--- config.mk ---
export PLATFORM = sky130hd
export DESIGN_NAME = clnb_ctrl
export DESIGN_NICKNAME = d
export VERILOG_FILES = /design/src/sv/clnb_pkg.sv /design/src/sv/clnb_ctrl.sv
export SDC_FILE = /design/constraint.sdc
export NUM_CORES = 1
export LEC_CHECK = 0
export ABC_AREA = 1
export BUFFER_PORTS_ARGS = -buffer_cell sky130_fd_sc_hd__buf_2
export CELL_PAD_IN_SITES_DETAIL_PLACEMENT = 0
export CELL_PAD_IN_SITES_GLOBAL_PLACEMENT = 1
export CORE_MARGIN = 1
export CORE_UTILIZATION = 34
export CTS_CLUSTER_SIZE = 10
export DETAILED_ROUTE_END_ITERATION = 8
export GPL_TIMING_DRIVEN = 1
export PLACE_DENSITY = 0.95
export SETUP_SLACK_MARGIN = 0.3
export SLEW_MARGIN = 40
export SYNTH_ARGS = -nofsm -noshare
export SYNTH_HDL_FRONTEND = slang
export SYNTH_SLANG_ARGS = --single-unit
--- constraint.sdc ---
create_clock -name clk -period 4.99 [get_ports clk]
set_clock_uncertainty 0.15 [all_clocks]
set_input_delay 0.2495 -clock clk [delete_from_list [all_inputs] [get_ports clk]]
set_output_delay 0.2495 -clock clk [all_outputs]
set_load 0.05 [all_outputs]
--- src/sv/clnb_pkg.sv ---
// Shared constants, codes and control types of the cell-list neighbour binning block.
package clnb_pkg;

	localparam int GRID_MAX     = 32;
	localparam int GRID_W       = $clog2(GRID_MAX);
	localparam int GSIZE_W      = 6;
	localparam int CELL_W       = 2 * GRID_W;
	localparam int BOX_CAP      = 7;
	localparam int SLOT_W       = 3;
	localparam int PARTICLE_MAX = 1024;
	localparam int IDX_W        = 10;
	localparam int MEM_AW       = CELL_W + SLOT_W;
	localparam int HALF_W       = 31;
	localparam int INV_W        = 25;
	localparam int POS_W        = 32;
	localparam int SUM_W        = POS_W + 1;
	localparam int PART_W       = 16;
	localparam int MUL_W        = PART_W + INV_W;
	localparam int ACC_W        = POS_W + INV_W;
	localparam int CFG_W        = 31;
	localparam int CFG_IDX_W    = 2;
	localparam int REM_W        = 6;
	localparam int WALK_N       = 9;
	localparam int WALK_W       = 4;

	localparam logic [1:0] OP_LOCATE = 2'd0;
	localparam logic [1:0] OP_INSERT = 2'd1;
	localparam logic [1:0] OP_MOVE   = 2'd2;
	localparam logic [1:0] OP_QUERY  = 2'd3;

	localparam logic [1:0] ST_OK      = 2'd0;
	localparam logic [1:0] ST_OUTSIDE = 2'd1;
	localparam logic [1:0] ST_FULL    = 2'd2;
	localparam logic [1:0] ST_MISSING = 2'd3;

	localparam logic [CFG_IDX_W-1:0] REG_GRID_SIZE = 2'd0;
	localparam logic [CFG_IDX_W-1:0] REG_HALF_LEN  = 2'd1;
	localparam logic [CFG_IDX_W-1:0] REG_INV_BOX   = 2'd2;

	// Fill store read address select.
	localparam logic [1:0] FR_LOC  = 2'd0;
	localparam logic [1:0] FR_OLD  = 2'd1;
	localparam logic [1:0] FR_NEW  = 2'd2;
	localparam logic [1:0] FR_WALK = 2'd3;

	// Fill store write select.
	localparam logic [1:0] FW_CLR = 2'd0;
	localparam logic [1:0] FW_LOC = 2'd1;
	localparam logic [1:0] FW_OLD = 2'd2;
	localparam logic [1:0] FW_NEW = 2'd3;

	typedef struct packed {
		logic       capture;
		logic       clr_step;
		logic       mul;
		logic       mul_hi;
		logic       axis_y;
		logic       acc_lo;
		logic       acc_hi;
		logic       save;
		logic       frd;
		logic [1:0] frd_sel;
		logic       fwr;
		logic [1:0] fwr_sel;
		logic       n_load;
		logic       slot_clr;
		logic       scan_rd;
		logic       cmp_rd;
		logic       fnew_load;
		logic       mwr_ins;
		logic       mwr_new;
		logic       walk_init;
		logic       walk_next;
		logic       rem_clr;
		logic       rem_dec;
		logic       q_load;
		logic       qrd;
		logic       emit;
		logic [1:0] e_status;
		logic       e_cell;
		logic       e_found;
		logic       e_last;
	} clnb_cmd_t;

	typedef struct packed {
		logic [1:0] op;
		logic       clr_last;
		logic       loc_ok;
		logic       idx_bad;
		logic       fill_full;
		logic       same_cell;
		logic       mv_oob;
		logic       q_oob;
		logic       slot_end;
		logic       slot_zero;
		logic       present;
		logic       walk_last;
		logic       rem_zero;
		logic       rem_one;
		logic       cell_empty;
		logic       out_free;
	} clnb_stat_t;

endpackage

--- src/sv/clnb_ctrl.sv ---
// Controller: sequencing state machine for clearing, locate, insert, move and query.
module clnb_ctrl (
	input  logic                 clk,
	input  logic                 arst_n,
	input  logic                 in_valid,
	output logic                 in_ready,
	input  clnb_pkg::clnb_stat_t st,
	output clnb_pkg::clnb_cmd_t  cmd
);

	localparam logic [4:0] S_CLR   = 5'd0;
	localparam logic [4:0] S_IDLE  = 5'd1;
	localparam logic [4:0] S_DISP  = 5'd2;
	localparam logic [4:0] S_XLO   = 5'd3;
	localparam logic [4:0] S_XHI   = 5'd4;
	localparam logic [4:0] S_XACC  = 5'd5;
	localparam logic [4:0] S_XSAVE = 5'd6;
	localparam logic [4:0] S_YLO   = 5'd7;
	localparam logic [4:0] S_YHI   = 5'd8;
	localparam logic [4:0] S_YACC  = 5'd9;
	localparam logic [4:0] S_YSAVE = 5'd10;
	localparam logic [4:0] S_LEND  = 5'd11;
	localparam logic [4:0] S_INS   = 5'd12;
	localparam logic [4:0] S_EMIT  = 5'd13;
	localparam logic [4:0] S_MV    = 5'd14;
	localparam logic [4:0] S_MVN   = 5'd15;
	localparam logic [4:0] S_SCAN  = 5'd16;
	localparam logic [4:0] S_SCANE = 5'd17;
	localparam logic [4:0] S_MVCHK = 5'd18;
	localparam logic [4:0] S_CMP   = 5'd19;
	localparam logic [4:0] S_CMPE  = 5'd20;
	localparam logic [4:0] S_FIN1  = 5'd21;
	localparam logic [4:0] S_FIN2  = 5'd22;
	localparam logic [4:0] S_Q     = 5'd23;
	localparam logic [4:0] S_QF    = 5'd24;
	localparam logic [4:0] S_QFE   = 5'd25;
	localparam logic [4:0] S_QP2   = 5'd26;
	localparam logic [4:0] S_QCELL = 5'd27;
	localparam logic [4:0] S_QRD   = 5'd28;
	localparam logic [4:0] S_QEMIT = 5'd29;

	logic [4:0] state_q, state_d;
	logic [1:0] rstat_q, rstat_d;
	logic       rcell_q, rcell_d;

	assign in_ready = (state_q == S_IDLE);

	always_comb begin
		state_d = state_q;
		rstat_d = rstat_q;
		rcell_d = rcell_q;
		cmd     = '0;
		case (state_q)
			S_CLR: begin
				cmd.fwr      = 1'b1;
				cmd.fwr_sel  = clnb_pkg::FW_CLR;
				cmd.clr_step = 1'b1;
				if (st.clr_last)
					state_d = S_IDLE;
			end
			S_IDLE: begin
				cmd.capture = in_valid;
				if (in_valid)
					state_d = S_DISP;
			end
			S_DISP: begin
				case (st.op)
					clnb_pkg::OP_MOVE:  state_d = S_MV;
					clnb_pkg::OP_QUERY: state_d = S_Q;
					default:            state_d = S_XLO;
				endcase
			end
			S_XLO, S_YLO: begin
				cmd.mul    = 1'b1;
				cmd.axis_y = (state_q == S_YLO);
				state_d    = (state_q == S_YLO) ? S_YHI : S_XHI;
			end
			S_XHI, S_YHI: begin
				cmd.acc_lo = 1'b1;
				cmd.mul    = 1'b1;
				cmd.mul_hi = 1'b1;
				cmd.axis_y = (state_q == S_YHI);
				state_d    = (state_q == S_YHI) ? S_YACC : S_XACC;
			end
			S_XACC, S_YACC: begin
				cmd.acc_hi = 1'b1;
				state_d    = (state_q == S_YACC) ? S_YSAVE : S_XSAVE;
			end
			S_XSAVE, S_YSAVE: begin
				cmd.save   = 1'b1;
				cmd.axis_y = (state_q == S_YSAVE);
				state_d    = (state_q == S_YSAVE) ? S_LEND : S_YLO;
			end
			S_LEND: begin
				state_d = S_EMIT;
				if (!st.loc_ok) begin
					rstat_d = clnb_pkg::ST_OUTSIDE;
					rcell_d = 1'b0;
				end else if (st.op == clnb_pkg::OP_LOCATE) begin
					rstat_d = clnb_pkg::ST_OK;
					rcell_d = 1'b1;
				end else if (st.idx_bad) begin
					rstat_d = clnb_pkg::ST_MISSING;
					rcell_d = 1'b1;
				end else begin
					cmd.frd     = 1'b1;
					cmd.frd_sel = clnb_pkg::FR_LOC;
					state_d     = S_INS;
				end
			end
			S_INS: begin
				rcell_d = 1'b1;
				state_d = S_EMIT;
				if (st.fill_full) begin
					rstat_d = clnb_pkg::ST_FULL;
				end else begin
					rstat_d     = clnb_pkg::ST_OK;
					cmd.mwr_ins = 1'b1;
					cmd.fwr     = 1'b1;
					cmd.fwr_sel = clnb_pkg::FW_LOC;
				end
			end
			S_EMIT: begin
				if (st.out_free) begin
					cmd.emit     = 1'b1;
					cmd.e_status = rstat_q;
					cmd.e_cell   = rcell_q;
					cmd.e_last   = 1'b1;
					state_d      = S_IDLE;
				end
			end
			S_MV: begin
				rcell_d = 1'b0;
				if (st.same_cell) begin
					rstat_d = clnb_pkg::ST_OK;
					state_d = S_EMIT;
				end else if (st.mv_oob) begin
					rstat_d = clnb_pkg::ST_OUTSIDE;
					state_d = S_EMIT;
				end else begin
					cmd.frd     = 1'b1;
					cmd.frd_sel = clnb_pkg::FR_OLD;
					state_d     = S_MVN;
				end
			end
			S_MVN: begin
				cmd.n_load   = 1'b1;
				cmd.slot_clr = 1'b1;
				state_d      = S_SCAN;
			end
			S_SCAN: begin
				if (st.slot_end)
					state_d = S_SCANE;
				else
					cmd.scan_rd = 1'b1;
			end
			S_SCANE: begin
				cmd.frd     = 1'b1;
				cmd.frd_sel = clnb_pkg::FR_NEW;
				state_d     = S_MVCHK;
			end
			S_MVCHK: begin
				if (st.idx_bad || !st.present) begin
					rstat_d = clnb_pkg::ST_MISSING;
					state_d = S_EMIT;
				end else if (st.fill_full) begin
					rstat_d = clnb_pkg::ST_FULL;
					state_d = S_EMIT;
				end else begin
					cmd.fnew_load = 1'b1;
					cmd.slot_clr  = 1'b1;
					state_d       = S_CMP;
				end
			end
			S_CMP: begin
				if (st.slot_end)
					state_d = S_CMPE;
				else
					cmd.cmp_rd = 1'b1;
			end
			S_CMPE: state_d = S_FIN1;
			S_FIN1: begin
				cmd.fwr     = 1'b1;
				cmd.fwr_sel = clnb_pkg::FW_OLD;
				state_d     = S_FIN2;
			end
			S_FIN2: begin
				cmd.mwr_new = 1'b1;
				cmd.fwr     = 1'b1;
				cmd.fwr_sel = clnb_pkg::FW_NEW;
				rstat_d     = clnb_pkg::ST_OK;
				state_d     = S_EMIT;
			end
			S_Q: begin
				rcell_d = 1'b0;
				if (st.q_oob) begin
					rstat_d = clnb_pkg::ST_OUTSIDE;
					state_d = S_EMIT;
				end else begin
					cmd.walk_init = 1'b1;
					cmd.rem_clr   = 1'b1;
					state_d       = S_QF;
				end
			end
			S_QF: begin
				cmd.frd     = 1'b1;
				cmd.frd_sel = clnb_pkg::FR_WALK;
				if (st.walk_last)
					state_d = S_QFE;
				else
					cmd.walk_next = 1'b1;
			end
			S_QFE: state_d = S_QP2;
			S_QP2: begin
				if (st.rem_zero) begin
					rstat_d = clnb_pkg::ST_OK;
					state_d = S_EMIT;
				end else begin
					cmd.walk_init = 1'b1;
					state_d       = S_QCELL;
				end
			end
			S_QCELL: begin
				if (st.cell_empty) begin
					cmd.walk_next = 1'b1;
				end else begin
					cmd.q_load = 1'b1;
					state_d    = S_QRD;
				end
			end
			S_QRD: begin
				cmd.qrd = 1'b1;
				state_d = S_QEMIT;
			end
			S_QEMIT: begin
				if (st.out_free) begin
					cmd.emit     = 1'b1;
					cmd.e_status = clnb_pkg::ST_OK;
					cmd.e_found  = 1'b1;
					cmd.e_last   = st.rem_one;
					cmd.rem_dec  = 1'b1;
					if (st.rem_one) begin
						state_d = S_IDLE;
					end else if (st.slot_zero) begin
						cmd.walk_next = 1'b1;
						state_d       = S_QCELL;
					end else begin
						state_d = S_QRD;
					end
				end
			end
			default: state_d = S_IDLE;
		endcase
	end

	always_ff @(posedge clk or negedge arst_n) begin
		if (!arst_n) begin
			state_q <= S_CLR;
			rstat_q <= clnb_pkg::ST_OK;
			rcell_q <= 1'b0;
		end else begin
			state_q <= state_d;
			rstat_q <= rstat_d;
			rcell_q <= rcell_d;
		end
	end

endmodule

Word-level counts from Yosys, hierarchy flattened

Index checks and enable logic that the tools add are counted.

Flip-flop bits (word level): 8
Latch bits: 0
RAM bits: 0
Bits in read-only memories: 0
Bits of input ports: 20
Word-level logic and storage cells: 150
Memories: 0

Add/sub/neg operators: 0
Multiply operators: 0
Div/mod/pow operators: 0
Order comparisons: 0
Equality and inequality tests: 44
Shifts and indexed selects: 0
Muxes and demuxes: 87
Bitwise logic cells: 0
Reductions and logical operators: 16

Operator list:

| operator                                            | count |
|---|---|
| one-hot mux 5 bit (25 select lines)                 | 1 |
| equality test 5 bit, second input constant          | 14 |
| two-way mux 5 bit                                   | 14 |
| equality test 5 x 4 -> 1 bit, second input constant | 8 |
| two-way mux 1 bit                                   | 36 |
| two-way mux 2 bit                                   | 12 |
| two-way mux 3 bit                                   | 8 |
| one-hot mux 3 bit (4 select lines)                  | 2 |
| equality test 5 x 3 -> 1 bit, second input constant | 4 |
| two-way mux 4 bit                                   | 5 |
| != test 2 bit, second input constant                | 10 |
| one-hot mux 2 bit (7 select lines)                  | 1 |
| OR reduction 2 bit                                  | 6 |
| equality test 5 x 2 -> 1 bit, second input constant | 2 |
| one-hot mux 5 bit (2 select lines)                  | 1 |
| one-hot mux 1 bit (3 select lines)                  | 3 |
| AND reduction 8 bit                                 | 1 |
| nonzero test 7 bit                                  | 1 |
| != test 3 bit, second input constant                | 2 |
| one-hot mux 1 bit (2 select lines)                  | 3 |
| one-hot mux 3 bit (2 select lines)                  | 1 |
| AND reduction 6 bit                                 | 1 |
| equality test 5 x 1 -> 1 bit, second input constant | 1 |
| logical NOT 5 bit                                   | 1 |
| other kinds (8)                                     | 9 |

Longest topological paths before layout

Gate-level depths: netlist of run 1.

Word-level depth: 4
Depth in mapped cells: 13
Gate-level depth less buffers: 12

Least setup slack after synthesis of run 1

No wires, ideal clock.

Path kind: flip-flop to output port
From: register state_q[0]
To: output port cmd[2] (netlist name)
Arrival: 2471 ps
Slack: 2120 ps
Stages on the path, launching flop included: 8
Buffers on the path: 1
Cells stage by stage: dfrtp_1 buf_4 inv_1 nor2_1 nand2_1 nor2_1 nand2_1 nor2_1

RTL lines:

| element                | line             | source |
|---|---|---|
| from (decl)            | clnb_ctrl.sv:42  | `logic [4:0] state_q, state_d;` |
| from (signal assigned) | clnb_ctrl.sv:262 | `state_q <= state_d;` |
| to (decl)              | clnb_ctrl.sv:8   | `output clnb_pkg::clnb_cmd_t cmd` |

==> impl_metrics.tcl, run 1 <==
set metrics [dict create \
    syn_area_um2 1419 \
    slew_headroom_pct 56.62 \
    drv_cap 0 \
    final_layout_size_suffix_gt1_share_pct 29.64 \
    final_cells 357 \
    cp-end-kind "primary output" \
    cp-start-kind "flip-flop" \
    antenna_left 0 \
    grt_use_met3_pct 2.055 \
    syn_inst 258 \
    num-nets-final 329 \
    outcome "finished with violations" \
    cts_tree "built" \
    grt_use_met2_pct 37.50 \
    seq_area_frac_synth_pct 14.11 \
    die_w_um 66.60 \
    cts_num_sinks 8 \
    dp_cells 353 \
    antenna_found_initial 0 \
    rows 23 \
    powerDensity_nw_per_um2 552.3 \
    fin_util_pct 43.38 \
    clock_latency_ns 0.23 \
    p_leak_nw 1.111 \
    yosysMostFrequentCell "nand2_1" \
    grt_first_pass_wirelength_um 7693 \
    fin_crit_ns 2.657 \
    synth_top_area_share_pct 17.99 \
    rsz0062_at_grt "false" \
    first_pass_iters 6 \
    grt_pass1_vias 1606 \
    yosysTopAreaCell "nand2_1" \
    cp.arrival_ns 2.26 \
    cts_hold_buf 1 \
    port_buffers 53 \
    finalSetupViolations 0 \
    core_um2 4000 \
    setup_tns_ns 0 \
    hp-class "primary input to flip-flop" \
    dpl-instance-area_um2 1684 \
    die_y_um 66.60 \
    io-pin-count 54 \
    avgViaCountPerCell 4.910 \
    htreeDepth 1 \
    synth_nets 278 \
    required_ns 4.59 \
    place_hpwl_um 4025 \
    start_util_pct 35.47 \
    area_growth_pct 22.31 \
    yosysWarnings 0 \
    worst_pin_slew_ns 0.6507 \
    synth.area.top_cells "nand2_1, dfrtp_1, nor2_1" \
    synth_edf_count 0 \
    ys_async_sr_fraction_pct 100.0 \
    dieArea_um2 4436 \
    diodes 0 \
    synthTopCellsByCount "nand2_1, nor2_1, inv_1, nand3_1, nor3_1" \
    grt_max_degree 19 \
    ys_ff_latch 8 \
    gp_congestion 0.9236 \
    violations "DRC" \
    cts_setup_buffers 0 \
    syn_area_per_cell_um2 5.499 \
    grt.busiest_layer "met2" \
    route.detailed.drc 1 \
    crit_type "flip-flop to primary output" \
    timing.final.crit_share_pct 53.25 \
    synthFlopType "dfrtp_1" \
    vias 1753 \
    avgRoutedWirePerCell_um 13.31 \
    cts_buffers 3 \
    cts_max_path_buffers 2 \
    cts_root_buffer "clkbuf_8" \
    max_freq_mhz 376.3 \
    drt_first_iter_violations 79 \
    vdd_drop_max_mv 0.2306 \
    drt-total-wl_um 4753 \
    drv_slew 0 \
    grt_remaining_overflow 0 \
    cts_resized 0 \
    track_usage_pct 22.87 \
    clk_pin_slew_ns 0.04 \
    critPathMaxFanout 8 \
    grtUsageMet1_pct 31.87 \
    hold_violations 0 \
    netlist-cell-type-count 29 \
    design_area_um2 1735 \
]
worst paths after layout:
check / start / end / slack (ns) / cells past startpoint
min: st[0] / state_q[2] / 0.16 / 4
max: state_q[3] / cmd[10] / 2.33 / 7
min in group asynchronous: arst_n / rcell_q / 0.25 / 2
max reg2reg: state_q[4] / rstat_q[1] / 2.70 / 9
max in group asynchronous: arst_n / state_q[1] / 4.26 / 2
min reg2reg: rstat_q[0] / rstat_q[0] / 0.33 / 2
kinds of logic after synthesis:
kind of cell	count (synthesis)	synth area share [%]
compound gates	19	7.495
flops	8	14.11
buf+inv	44	14.11
simple gates	187	64.28
cells in the final DEF, fill, tap and decap left out:
cell | netlist | routed
nand2_1 | 68 | 68
buf_2 | 2 | 53
nor2_1 | 47 | 47
inv_1 | 30 | 30
nand3_1 | 30 | 30
nor3_1 | 11 | 11
o21ai_0 | 9 | 9
dfrtp_1 | 8 | 8
nor2_2 | 7 | 7
nand3_2 | 6 | 6
nor2_4 | 5 | 5
nand2_2 | 4 | 4
inv_2 | 4 | 4
a21oi_1 | 3 | 3
o21ai_1 | 3 | 3
clkbuf_8 | 0 | 3
nand2_4 | 2 | 2
o21ai_2 | 2 | 2
nand4_1 | 2 | 2
inv_4 | 1 | 1
nor2_8 | 1 | 1
or2_2 | 1 | 1
nor3_2 | 1 | 1
clkinv_1 | 1 | 1
or3_1 | 1 | 1
o21a_1 | 1 | 1
o22ai_1 | 1 | 1
nand4_2 | 1 | 1
dlygate4sd3_1 | 0 | 1
state kept, by name (all words and copies together), names as in the netlist:
| name | cells |
|---|---|
| rcell_q | 1 |
| rstat_q | 2 |
| state_q | 5 |
stage by stage:
step	total power (W)	hold WS [ns]	worst slack, ns
after floorplan	0.0007240	-0.1961	2.120
after global placement	0.0008795	-0.04535	2.543
after detailed placement	0.0008716	-0.04412	2.630
after CTS	0.0009529	0.1614	2.370
after global routing	0.001035	0.1993	2.190
final	0.0009584	0.1643	2.333
power by group:
part / switching (W) / internal (W)
logic: 0.000530 / 0.000189
registers: 0.0000664 / 0.0000957
clock network: 0.0000257 / 0.0000523
total: 0.000622 / 0.000337
worst max-delay path, stage by stage (launching register included):
cell and delay [ns]:
dfrtp_1 0.70, inv_1 0.17, nor2_2 0.30, nand3_2 0.20
o21ai_0 0.20, inv_1 0.09, o21ai_0 0.08, buf_2 0.28
layout make-up:
| cell class | count | area [um^2] |
|---|---|---|
| inverters | 36 | 137.6 |
| well taps | 50 | 62.56 |
| clock buffers | 3 | 41.29 |
| flip-flops and latches | 8 | 200.2 |
| fillers | 448 | 2265 |
| multi-input cells | 206 | 1018 |
| repair buffers | 54 | 275.3 |
per-layer routing:
metal	part of all wire [%]	up-vias
li1	-	915
met1	46	751
met2	45	81
met3	7.4	6
met4	1.3	0
met5	0	-
Power figures use the tool's default switching activity.
==> run 2, diff against run 1 <==
--- a/config.mk
+++ b/config.mk
@@ -5,16 +5,16 @@
 export SDC_FILE = /design/constraint.sdc
 export NUM_CORES = 1
 export LEC_CHECK = 0
-export ABC_AREA = 1
+export ABC_AREA = 0
 export BUFFER_PORTS_ARGS = -buffer_cell sky130_fd_sc_hd__buf_2
 export CELL_PAD_IN_SITES_DETAIL_PLACEMENT = 0
 export CELL_PAD_IN_SITES_GLOBAL_PLACEMENT = 1
 export CORE_MARGIN = 1
-export CORE_UTILIZATION = 34
+export CORE_UTILIZATION = 30
 export CTS_CLUSTER_SIZE = 10
 export DETAILED_ROUTE_END_ITERATION = 8
 export GPL_TIMING_DRIVEN = 1
-export PLACE_DENSITY = 0.95
+export PLACE_DENSITY = 0.88
 export SETUP_SLACK_MARGIN = 0.3
 export SLEW_MARGIN = 40
 export SYNTH_ARGS = -nofsm -noshare
==> constraint.sdc (replaced) <==
create_clock -name clk -period 2.4 [get_ports clk]
set_clock_uncertainty 0.15 [all_clocks]
set_input_delay 0.12 -clock clk [delete_from_list [all_inputs] [get_ports clk]]
set_output_delay 0.12 -clock clk [all_outputs]
set_load 0.05 [all_outputs]
==> impl_metrics.tcl, run 2 <==
set metrics [dict create \
    port_buffers 53 \
    cp-start-kind "flip-flop" \
    multiInputGateArea_um2 1154 \
    largest-register "state_q" \
    place_hpwl_um 3663 \
    slew_headroom_pct 72.64 \
    avgRoutedWirePerCell_um 16.36 \
    yosysWarnings 0 \
    hold_violations 0 \
    synth.area.top_cells "dfrtp_1, nor2_1, a21oi_1" \
    hp-class "primary input to async pin" \
    max_freq_mhz 473.7 \
    routed.top_layer "met4" \
    syn_area_um2 1316 \
    antenna_found_initial 0 \
    r2r-end "state_q[4]" \
    synthTopCellsByCount "nor2_1, nand2_1, a21oi_1, nor3_1, o21ai_0" \
    area_growth_pct 62.17 \
    diodes 0 \
    cp_slowest_stage_delay_ns 0.51 \
    cp_top_family "simple AND/OR/NAND/NOR gates" \
    synth_top_area_share_pct 15.21 \
    dp_cells 288 \
    timing.final.crit_share_pct 87.96 \
    powerDensity_nw_per_um2 1304 \
    crit_path_end "cmd[24]" \
    final_layout_size_suffix_gt1_share_pct 52.11 \
    worst_pin_slew_ns 0.4001 \
    rr_startpoint "state_q[4]" \
    gp_congestion 0.9359 \
    yosysTopAreaCell "dfrtp_1" \
    largest_reg_flops 5 \
    first_pass_iters 5 \
    reg_top3 "state_q: 5 flops, rstat_q: 2 flops, rcell_q: 1 flops" \
    drv_cap 0 \
    register_area_um2 205.2 \
    grt_first_pass_wirelength_um 7590 \
    ys_ff_latch 8 \
    r2r_cells 7 \
    rows 23 \
    cts_num_sinks 8 \
    htreeDepth 1 \
    synth_edf_count 0 \
    syn_area_per_cell_um2 7.001 \
    rsz0062_at_grt "true" \
    route.detailed.drc 0 \
    netlist-cell-type-count 55 \
    met1_length_um 2089 \
    required_ns 2.13 \
    cp-startpoint "state_q[4]" \
    grt_max_degree 25 \
    cts_max_path_buffers 2 \
    setup_tns_ns 0 \
    dieArea_um2 4657 \
    drt_first_iter_violations 158 \
    syn_inst 188 \
    drv_slew 0 \
    final_cells 311 \
    wl_met2_um 2474 \
    finalPower_w 0.002783 \
    start_util_pct 31.99 \
    critPathMaxFanout 6 \
    final_cell_mix "buf_2, buf_4, nand2_1" \
    p_leak_nw 1.002 \
    io-pin-count 54 \
    fill_cells 394 \
    clk_pin_slew_ns 0.05 \
    antenna_left 0 \
    ys_async_sr_fraction_pct 100.0 \
    grt_remaining_overflow 0 \
    dr_wl_met3_um 395 \
    fin_crit_ns 2.111 \
    outcome "completed" \
    grt_pass1_vias 1554 \
    cp.arrival_ns 1.84 \
    avgViaCountPerCell 5.756 \
    worst-path-stages 5 \
    finalSetupViolations 0 \
    core_um2 4115 \
    num-nets-final 282 \
    die_w_um 68.24 \
    cts_root_buffer "clkbuf_8" \
    crit_type "flip-flop to primary output" \
    rrSetupSlack_ns 0.34 \
    clock_latency_ns 0.23 \
    vdd_drop_max_mv 0.5035 \
    seq_area_frac_synth_pct 15.21 \
    crit_buf_inv 1 \
    synthFlopType "dfrtp_1" \
    cts_buffers 3 \
    die_y_um 68.24 \
    vias 1790 \
    track_usage_pct 22.08 \
    synth_nets 208 \
    yosysMostFrequentCell "nor2_1" \
    path_cells "nand3b_4 -> or4_4 -> a21boi_4 -> or2b_1 -> buf_6" \
    cp-end-kind "primary output" \
    drt-total-wl_um 5087 \
    layout_commonest_cell "buf_2" \
    critPathSlowestCell "or4_4" \
    cts_tree "built" \
]
[run 2: cell count changes in the layout (fill, tap and decap cells not counted), sizes merged, moves of 10 or more]
cell	delta
nand2	-59
nand3	-30
inv	-28
a21oi	+10
nor2	-42
buf	+33
[run 2: logic make-up (layout without fill, tap and decap cells)]
kind of cell	after synthesis	count (layout)	synth area share (%)
XOR/XNOR	1	1	0.6655
AND/OR/NAND/NOR	90	90	37.64
AO/OA/AOI/OAI	58	58	32.60
buffers and inverters	27	100	9.981
multiplexers	4	4	3.897
flip-flops	8	8	15.21
[run 2: cell type report]
class | count | area share [%]
multi-input combinational | 153 | 54.04
timing repair buffer | 88 | 29.72
tap | 50 | 2.931
sequential | 8 | 9.613
inverter | 8 | 1.583
clock buffer | 4 | 2.110
[run 2: how the worst min path moves through the flow]
stage | to | slack (ns) | depth (start not counted)
after CTS | state_q[1] | 0.13 | 2
after global placement | rstat_q[1] | -0.18 | 1
after global routing | rcell_q | 0.15 | 2
after detailed placement | rcell_q | -0.17 | 1
final | rcell_q | 0.12 | 2
after floorplan | rcell_q | -0.33 | 0
[run 2: per-stage QoR]
step           util (%)  hold slack [ns]  setup WS [ns]  area (um^2)
4_1_cts           49.53           0.1324         0.2756         2038
3_5_place_dp      43.42          -0.1742         0.1882         1787
2_1_floorplan         -          -0.3256         0.1805         1431
6_report          51.87           0.1248         0.2889         2135
5_1_grt           51.87           0.1508         0.2286         2135
3_3_place_gp      43.42          -0.1835         0.1683         1787
[run 2: per-layer routing]
metal / vias up / track usage (%)
met2: 113 / 36.89
met5: - / 0
met4: 0 / 8.594
li1: 839 / -
met3: 14 / 2.167
met1: 824 / 28.86
[run 2: report_power, final]
group | switching (W) | total, W | internal [W]
clock | 0.0000579 | 0.000173 | 0.000116
combinational | 0.00134 | 0.00231 | 0.000968
sequential | 0.0000950 | 0.000303 | 0.000208
total | 0.00149 | 0.00278 | 0.00129
[run 2: timing repair]
action,in CTS,in global routing
setup endpoints to repair,23,20
gates cloned,1,0
pin swaps,3,5
buffers inserted,12,5
hold buffers,1,0
endpoints found under the hold margin,8,0
gates resized for setup,23,16
